<file path="src/rtl/cfp_pkg.sv">
// ----------------------------------------------------------------------------
// cfp_pkg
// Shared types and constants of the command frame parser.
// ----------------------------------------------------------------------------
package cfp_pkg;

   localparam int unsigned WIN_DEPTH       = 11;
   localparam int unsigned CSR_INDEX_WIDTH = 8;

   localparam logic [7:0] TYPE_VEL  = 8'h05;
   localparam logic [7:0] TYPE_GAIN = 8'h06;
   localparam logic [7:0] TAIL_BYTE = 8'had;

   localparam logic [7:0] HEADER_FIRST_RESET  = 8'hce;
   localparam logic [7:0] HEADER_SECOND_RESET = 8'hfa;

   localparam logic [CSR_INDEX_WIDTH-1:0] CSR_HEADER_FIRST  = CSR_INDEX_WIDTH'(0);
   localparam logic [CSR_INDEX_WIDTH-1:0] CSR_HEADER_SECOND = CSR_INDEX_WIDTH'(1);

   localparam logic KIND_VEL  = 1'b0;
   localparam logic KIND_GAIN = 1'b1;

   typedef struct packed {
      logic       valid;
      logic [7:0] data;
   } cell_state_type;

   typedef struct packed {
      logic               frame_kind;
      logic signed [15:0] value_first;
      logic signed [15:0] value_second;
      logic        [15:0] value_third;
   } result_type;

endpackage

</file>
<file path="src/rtl/cfp_if.sv">
// ----------------------------------------------------------------------------
// cfp_if
// Request, response and register write channels of the frame parser.
// ----------------------------------------------------------------------------
interface cfp_req_if;
   logic       valid;
   logic       ready;
   logic [7:0] rx_byte;
   logic       block_end;

   modport source (output valid, output rx_byte, output block_end, input ready);
   modport sink   (input valid, input rx_byte, input block_end, output ready);
endinterface

interface cfp_rsp_if;
   logic               valid;
   logic               ready;
   logic               frame_kind;
   logic signed [15:0] value_first;
   logic signed [15:0] value_second;
   logic        [15:0] value_third;

   modport source (output valid, output frame_kind, output value_first,
                   output value_second, output value_third, input ready);
   modport sink   (input valid, input frame_kind, input value_first,
                   input value_second, input value_third, output ready);
endinterface

interface cfp_csr_if;
   logic       valid;
   logic       ready;
   logic [7:0] index;
   logic [7:0] data;

   modport source (output valid, output index, output data, input ready);
   modport sink   (input valid, input index, input data, output ready);
endinterface

</file>
<file path="src/rtl/cfp_cell.sv">
// ----------------------------------------------------------------------------
// cfp_cell
// One window cell: holds a byte and its valid mark, takes its neighbor's
// content on each accepted request and clears at the end of a block.
// ----------------------------------------------------------------------------
module cfp_cell
   import cfp_pkg::*;
(
   input  logic           clock,
   input  logic           reset,
   input  logic           shift_en,
   input  logic           clear,
   input  cell_state_type cell_in,
   output cell_state_type cell_out
);

   cell_state_type cell_ff;
   cell_state_type cell_nx_in;

   always_comb begin
      cell_nx_in = cell_ff;
      if (shift_en) begin
         if (clear) begin
            cell_nx_in = '0;
         end else begin
            cell_nx_in = cell_in;
         end
      end
   end

   always_ff @(posedge clock) begin
      if (reset) begin
         cell_ff <= '0;
      end else begin
         cell_ff <= cell_nx_in;
      end
   end

   assign cell_out = cell_ff;

endmodule

</file>
<file path="src/rtl/command_frame_parser_core.sv">
// ----------------------------------------------------------------------------
// command_frame_parser_core
// Finds velocity and gain command frames in a received byte stream using a
// chain of byte cells and reports their raw scaled values.
//
//   channel | dir | payload                                       | handshake
//   req     | in  | rx_byte, block_end                            | valid/ready
//   rsp     | out | frame_kind, value_first/second/third          | valid/ready
//   csr     | in  | index, data                                   | valid/ready
//
// One request per cycle; a result appears in the cycle after the request that
// completes a frame. Throughput is set by the single response register, which
// a downstream stall backs into req.ready. Reset clears the window, the valid
// marks and loads the default header bytes. Register writes are always ready.
// ----------------------------------------------------------------------------
module command_frame_parser_core
   import cfp_pkg::*;
(
   input  logic  clock,
   input  logic  reset,
   cfp_req_if.sink   req,
   cfp_rsp_if.source rsp,
   cfp_csr_if.sink   csr
);

   logic [7:0] header_first_ff;
   logic [7:0] header_second_ff;

   cell_state_type cell_in  [WIN_DEPTH];
   cell_state_type cell_q   [WIN_DEPTH];
   logic [WIN_DEPTH-1:0] valid_vec;

   logic       req_fire;
   logic       gain_hit;
   logic       vel_hit;
   logic       rsp_valid_ff;
   result_type rsp_ff;
   result_type rsp_in;

   assign req_fire  = req.valid && req.ready;
   assign req.ready = !rsp_valid_ff || rsp.ready;
   assign csr.ready = 1'b1;

   always_ff @(posedge clock) begin
      if (reset) begin
         header_first_ff  <= HEADER_FIRST_RESET;
         header_second_ff <= HEADER_SECOND_RESET;
      end else if (csr.valid && csr.ready) begin
         case (csr.index)
            CSR_HEADER_FIRST:  header_first_ff  <= csr.data;
            CSR_HEADER_SECOND: header_second_ff <= csr.data;
            default: ;
         endcase
      end
   end

   assign cell_in[0] = '{valid: 1'b1, data: req.rx_byte};

   for (genvar k = 0; k < WIN_DEPTH; k++) begin : g_cell
      if (k > 0) begin : g_link
         assign cell_in[k] = cell_q[k-1];
      end
      cfp_cell u_cell (
         .clock    (clock),
         .reset    (reset),
         .shift_en (req_fire),
         .clear    (req.block_end),
         .cell_in  (cell_in[k]),
         .cell_out (cell_q[k])
      );
      assign valid_vec[k] = cell_q[k].valid;
   end

   // window after this byte: position p holds cell p-1, position 0 the new byte
   assign gain_hit = cell_q[9].valid
                     && cell_q[9].data == header_first_ff
                     && cell_q[8].data == header_second_ff
                     && cell_q[7].data == TYPE_GAIN
                     && req.rx_byte == TAIL_BYTE;

   assign vel_hit  = cell_q[7].valid
                     && cell_q[7].data == header_first_ff
                     && cell_q[6].data == header_second_ff
                     && cell_q[5].data == TYPE_VEL
                     && req.rx_byte == TAIL_BYTE;

   always_comb begin
      rsp_in = rsp_ff;
      if (gain_hit) begin
         rsp_in.frame_kind   = KIND_GAIN;
         rsp_in.value_first  = {cell_q[4].data, cell_q[5].data};
         rsp_in.value_second = {cell_q[2].data, cell_q[3].data};
         rsp_in.value_third  = {cell_q[0].data, cell_q[1].data};
      end else begin
         rsp_in.frame_kind   = KIND_VEL;
         rsp_in.value_first  = {cell_q[2].data, cell_q[3].data};
         rsp_in.value_second = {cell_q[0].data, cell_q[1].data};
         rsp_in.value_third  = '0;
      end
   end

   always_ff @(posedge clock) begin
      if (reset) begin
         rsp_valid_ff <= 1'b0;
      end else if (req.ready) begin
         rsp_valid_ff <= req.valid && (gain_hit || vel_hit);
      end
   end

   always_ff @(posedge clock) begin
      if (req_fire && (gain_hit || vel_hit)) begin
         rsp_ff <= rsp_in;
      end
   end

   assign rsp.valid        = rsp_valid_ff;
   assign rsp.frame_kind   = rsp_ff.frame_kind;
   assign rsp.value_first  = rsp_ff.value_first;
   assign rsp.value_second = rsp_ff.value_second;
   assign rsp.value_third  = rsp_ff.value_third;

`ifndef SYNTHESIS
   a_hit_gives_rsp: assert property (@(posedge clock) disable iff (reset)
      (req_fire && (gain_hit || vel_hit)) |=> rsp.valid)
      else $error("frame hit did not raise a response");

   a_block_end_clears: assert property (@(posedge clock) disable iff (reset)
      (req_fire && req.block_end) |=> ($countones(valid_vec) == 0))
      else $error("window not cleared after block end");

   a_valid_thermometer: assert property (@(posedge clock) disable iff (reset)
      ((valid_vec & ~{valid_vec[WIN_DEPTH-2:0], 1'b1}) == '0))
      else $error("window valid marks not contiguous");

   a_no_rsp_without_req: assert property (@(posedge clock) disable iff (reset)
      (!rsp_valid_ff && !req_fire) |=> !rsp.valid)
      else $error("response raised without a request");
`endif

endmodule

</file>
<file path="src/flat_wrapper.sv">
// flat-port wrapper written by rule: the top's interface ports become plain ports
module command_frame_parser_core_flat import cfp_pkg::*;
  (clock, reset, req_valid, req_rx_byte, req_block_end, req_ready, rsp_valid, rsp_frame_kind, rsp_value_first, rsp_value_second, rsp_value_third, rsp_ready, csr_valid, csr_index, csr_data, csr_ready);
  cfp_req_if req_i ();
  cfp_rsp_if rsp_i ();
  cfp_csr_if csr_i ();
  input  logic clock;
  input  logic reset;
  input wire logic [$bits(req_i.valid)-1:0] req_valid;
  input wire logic [$bits(req_i.rx_byte)-1:0] req_rx_byte;
  input wire logic [$bits(req_i.block_end)-1:0] req_block_end;
  output wire logic [$bits(req_i.ready)-1:0] req_ready;
  output wire logic [$bits(rsp_i.valid)-1:0] rsp_valid;
  output wire logic [$bits(rsp_i.frame_kind)-1:0] rsp_frame_kind;
  output wire logic [$bits(rsp_i.value_first)-1:0] rsp_value_first;
  output wire logic [$bits(rsp_i.value_second)-1:0] rsp_value_second;
  output wire logic [$bits(rsp_i.value_third)-1:0] rsp_value_third;
  input wire logic [$bits(rsp_i.ready)-1:0] rsp_ready;
  input wire logic [$bits(csr_i.valid)-1:0] csr_valid;
  input wire logic [$bits(csr_i.index)-1:0] csr_index;
  input wire logic [$bits(csr_i.data)-1:0] csr_data;
  output wire logic [$bits(csr_i.ready)-1:0] csr_ready;
  assign req_i.valid = req_valid;
  assign req_i.rx_byte = req_rx_byte;
  assign req_i.block_end = req_block_end;
  assign req_ready = req_i.ready;
  assign rsp_valid = rsp_i.valid;
  assign rsp_frame_kind = rsp_i.frame_kind;
  assign rsp_value_first = rsp_i.value_first;
  assign rsp_value_second = rsp_i.value_second;
  assign rsp_value_third = rsp_i.value_third;
  assign rsp_i.ready = rsp_ready;
  assign csr_i.valid = csr_valid;
  assign csr_i.index = csr_index;
  assign csr_i.data = csr_data;
  assign csr_ready = csr_i.ready;
  command_frame_parser_core u_core (.clock(clock), .reset(reset), .req(req_i), .rsp(rsp_i), .csr(csr_i));
endmodule
</file>
<file path="config.mk">
export PLATFORM = sky130hd
export DESIGN_NAME = command_frame_parser_core_flat
export DESIGN_NICKNAME = d
export VERILOG_FILES = /design/src/rtl/cfp_pkg.sv /design/src/rtl/cfp_if.sv /design/src/rtl/cfp_cell.sv /design/src/rtl/command_frame_parser_core.sv /design/src/flat_wrapper.sv
export SDC_FILE = /design/constraint.sdc
export NUM_CORES = 1
export LEC_CHECK = 0
export BUFFER_PORTS_ARGS = -buffer_cell sky130_fd_sc_hd__buf_4
export CAP_MARGIN = 20
export CORE_MARGIN = 2
export CORE_UTILIZATION = 40
export CTS_CLUSTER_DIAMETER = 50
export DETAILED_ROUTE_END_ITERATION = 8
export GPL_TIMING_DRIVEN = 0
export HOLD_SLACK_MARGIN = 0.08
export PLACE_DENSITY_LB_ADDON = 0.08
export SLEW_MARGIN = 20
export SYNTH_ARGS = -nofsm -noshare
export SYNTH_HDL_FRONTEND = slang
export SYNTH_SLANG_ARGS = --single-unit
</file>
<file path="constraint.sdc">
create_clock -name clock -period 10.7 [get_ports clock]
set_input_delay 3.21 -clock clock [delete_from_list [all_inputs] [get_ports clock]]
set_output_delay 3.21 -clock clock [all_outputs]
set_load 0.03 [all_outputs]
</file>
== Word-level counts from Yosys, hierarchy flattened ==
Cells that the tools add are included.

* Muxes and demuxes: 11
* Equal/unequal tests: 8
* Reduce and logical (&&, ||, !) cells: 17

{| class="wikitable"
|+ Operator list
! kind !! count
|-
| 9-bit 2-to-1 mux || 10
|-
| 49-bit 2-to-1 mux || 1
|-
| 8-bit == test || 4
|-
| 8-bit by 3-bit == test with 1-bit output (second input constant) || 2
|-
| 1-bit logical AND || 11
|-
| 8-bit by 1-bit == test with 1-bit output (second input constant) || 1
|-
| 8-bit == test (second input constant) || 1
|-
| 8-bit zero test || 1
|-
| 2-bit AND reduction || 2
|-
| 1-bit logical OR || 2
|-
| 1-bit zero test || 1
|}

* Output and inout port bits: 52
* Register bits after elaboration: 156
* Word-level logic and storage cells: 63

== Longest topological paths before layout ==
* Word-level depth: 7
* Depth in mapped cells: 6
* Mapped depth without buffers: 5

== Hierarchy ==
From an unflattened synthesis, not the netlist that was laid out.

* Cell total of the unflattened synthesis: 622
* Area, all modules: 7023.0 um^2

{| class="wikitable"
|+ Modules (own cells, without submodules)
! module !! instances !! area each (um^2) !! sequential area each (um^2) !! cells each
|-
| cfp_cell || 10 || 384.1 || 180.2 || 38
|-
| command_frame_parser_core || 1 || 3181.8 || 1811.7 || 242
|}

== Worst setup path after synthesis ==
Ideal clock, no wire load.

* Path type: input port to output port
* Start: input port rsp_ready
* End: output port req_ready
* Path slack: 3.981 ns
* Arrival time: 3.509 ns
* Stages on the path: 1
* Required time: 7.490 ns
* Buffers on the path: 0
* Cell sequence: nand2b_1

* Cells in the longest elaborated chain, start to end: 1

{| class="wikitable"
|+ Ends and longest elaborated chain
! element !! line !! RTL
|-
| from (decl) || flat_wrapper.sv:18 || <nowiki>input wire logic [$bits(rsp_i.ready)-1:0] rsp_ready;</nowiki>
|-
| 1-bit logical OR || command_frame_parser_core.sv:41 || <nowiki>assign req.ready = !rsp_valid_ff || rsp.ready;</nowiki>
|-
| to (decl) || flat_wrapper.sv:12 || <nowiki>output wire logic [$bits(req_i.ready)-1:0] req_ready;</nowiki>
|}

No other way between the ends.

== Worst setup path in the final report ==
Same ends and word-level chain as after synthesis.

==> run metrics <==
die span in y 132 um; Die X 132 um; nets 771; ANT cells 0; largest net degree at the start of global routing 45; Slew @ Worst Pin 760 ps; Clock Power Share 0.478; dpl ws 3830 ps; internal power 0.000988 W; achievable frequency 145 MHz; vias in the first global route 5028; Global Route Usage Sum 0.199; Period minus WS final 6880 ps; Async SR Flop Fraction 0; post-synthesis cell area 6570 sq um; Main synth FF type dfxtp_1; Critical-path top delay cell buf_4; sequential power share 0.486; period utilization 0.643; Max Buffers Root-to-Sink 2; Placer Congestion 0.894; first-pass GRT wire length 27100 um; final setup vio count 0; CTS tree built; max_slew headroom 0.490; Setup Fix Bufs, Post-CTS 0; DP HPWL 12300 um; commonest cells after routing, fill and taps aside nor2_1 (108), dfxtp_1 (107), nor3b_1 (90), a21oi_1 (90), buf_4 (79); Data arrival, critical path 3670 ps; drt pass-1 iters 5; max-slew violation count 0; CP required 7490 ps; share of cells above drive strength 1 0.153; maxcap violations 0; Crit path max-delay family buffers and inverters; syn nets 673; DR vias 5065; Worst-Skew Late Latency 420 ps; Peak supply drop 0.0000933 V; crit path launch type input pin; Initial Util 0.412; yosys warns 0; Worst Path Max Fanout 3; Syn Area/Cell 10.2 sq um; hold_buf cts 0; sw frac 0.215; deepest level of the CTS H-tree 4; DR vias/cell 5.22; Min-Delay Path Class reg -> reg; WL/cell 17.4 um; RSZ-0062 raised after global routing no; Setup Skew 6.93 ps; critical path's largest stage delay 180 ps; CTS sink count 156; number of remaining DRC errors 0; Boundary Pins 82; sequential area share after synthesis 0.550; CORE AREA 15900 sq um; row count 46; Port Buffers 78; drt total wl 16900 um; root buf cell clkbuf_16; CTS clock-pin slew for the worst setup and hold paths 60 ps; Yosys reg bits 156; initial antenna violation count 0; WP buf/inv 2; CP dominant cell by count buf_4; Post-synth EDFFs 49; Logic pwr share 0.036; PnR worst setup slack 3820 ps; Synth cell types 33; CTS buffer count 17; DRT iter0 DRCs 447; grt total ovfl 0; Pleak 2.87 nW; Die Footprint 17500 sq um; CP Capture Type output port; most common cell after layout, fill and taps aside nor2_1; setup TNS 0 ps; DRT antenna net count 0; critical path type in -> out; fillers 1466; PD cells 157 nW/um^2; post-CTS sizing 0; status finished, final reports clean; Synth Instances 643; Psw 0.000270 W; area grow syn2layout 22.3%; Fin. Hold Viols 0; cell-by-cell trace of the critical path buf_4 > nand2b_1 > buf_4
-- power groups by stage --
stage | clock network, W | logic [W] | registers, W
after global routing | 0.000634 | 0.0000504 | 0.000611
after floorplan | 0 | 0.0000261 | 0.000623
final | 0.000601 | 0.0000458 | 0.000611
after CTS | 0.000610 | 0.0000458 | 0.000611
after detailed placement | 0 | 0.0000456 | 0.000624
after global placement | 0 | 0.0000452 | 0.000624
-- cell type report --
cell class / count / area (sq um) / area share
Buffer: 48 / 195 / 0.0243
Clock buffer: 20 / 437 / 0.0543
Clock inverter: 12 / 146 / 0.0182
Inverter: 6 / 22.5 / 0.00280
Multi-Input combinational cell: 433 / 2750 / 0.342
Sequential cell: 156 / 3610 / 0.450
Tap cell: 216 / 270 / 0.0336
Timing Repair Buffer: 79 / 606 / 0.0754
-- per-stage QoR --
stage	utilization	std cells	hold slack (ps)	power, W	instance area [sq um]
after floorplan	-	643	447	0.000649	6570
after global placement	0.466	937	464	0.000669	7430
after detailed placement	0.467	938	468	0.000669	7450
after CTS	0.504	970	484	0.00127	8040
after global routing	0.504	970	506	0.00130	8040
final	0.504	970	480	0.00126	8040
-- worst register-to-register path, cell delays in order (launching register included) --
cell,delay [ps]
dfxtp_1,420
xnor2_1,190
nand4_1,130
or4_4,560
nor4_4,720
o21ba_4,350
buf_12,260
-- layer usage --
layer	vias up	track usage	routed length, um	part of all wire
met2	136	0.332	8210	0.49
met4	0	0.0785	430	0.026
met1	2435	0.251	7520	0.45
li1	2463	-	-	-
met5	-	0	0	0
met3	31	0.0431	695	0.041
-- cell families after synthesis --
| logic type | share of synthesized area |
|---|---|
| flip-flops | 0.550 |
| AND/OR/NAND/NOR | 0.225 |
| other | 0.000571 |
| multiplexers | 0.0625 |
| buffers and inverters | 0.0331 |
| AO/OA/AOI/OAI | 0.0863 |
| XOR/XNOR | 0.0427 |
-- Yosys cell counts, types with 6 or more instances --
library cell  count  area, sq um
edfxtp_1         49         1470
xnor2_1          32          280
nor2b_1           6         37.5
a211o_1          10         87.6
nand4_1          14         87.6
mux2_1           32          360
inv_1             6         22.5
and2_1           16          100
nor2_1          108          405
clkbuf_1         40          150
dfxtp_1         107         2140
a21oi_1          90          450
nor3b_1          90          676
nand3_1           7         35.0
-- final timing paths --
check | from | endpoint | slack [ps] | cells after the start
max | rsp_ready | req_ready | 3820 | 3
min | u_core.g_cell[6].u_cell.cell_out[8] | u_core.g_cell[6].u_cell.cell_out[8] | 480 | 2
max reg2reg | u_core.header_second_ff[4] | u_core.rsp.value_third[11] | 7730 | 6
min reg2reg | u_core.g_cell[6].u_cell.cell_out[8] | u_core.g_cell[6].u_cell.cell_out[8] | 480 | 2
-- sequential cells by signal (all words and copies together) (netlist names) --
signal and flops:
u_core.rsp.frame_kind 1, u_core.rsp.valid 1, u_core.header_first_ff 8, u_core.header_second_ff 8
u_core.rsp.value_third 16, u_core.rsp.value_first 16, u_core.g_cell.u_cell.cell_out 90, u_core.rsp.value_second 16
(Power assumes the default switching activity.)
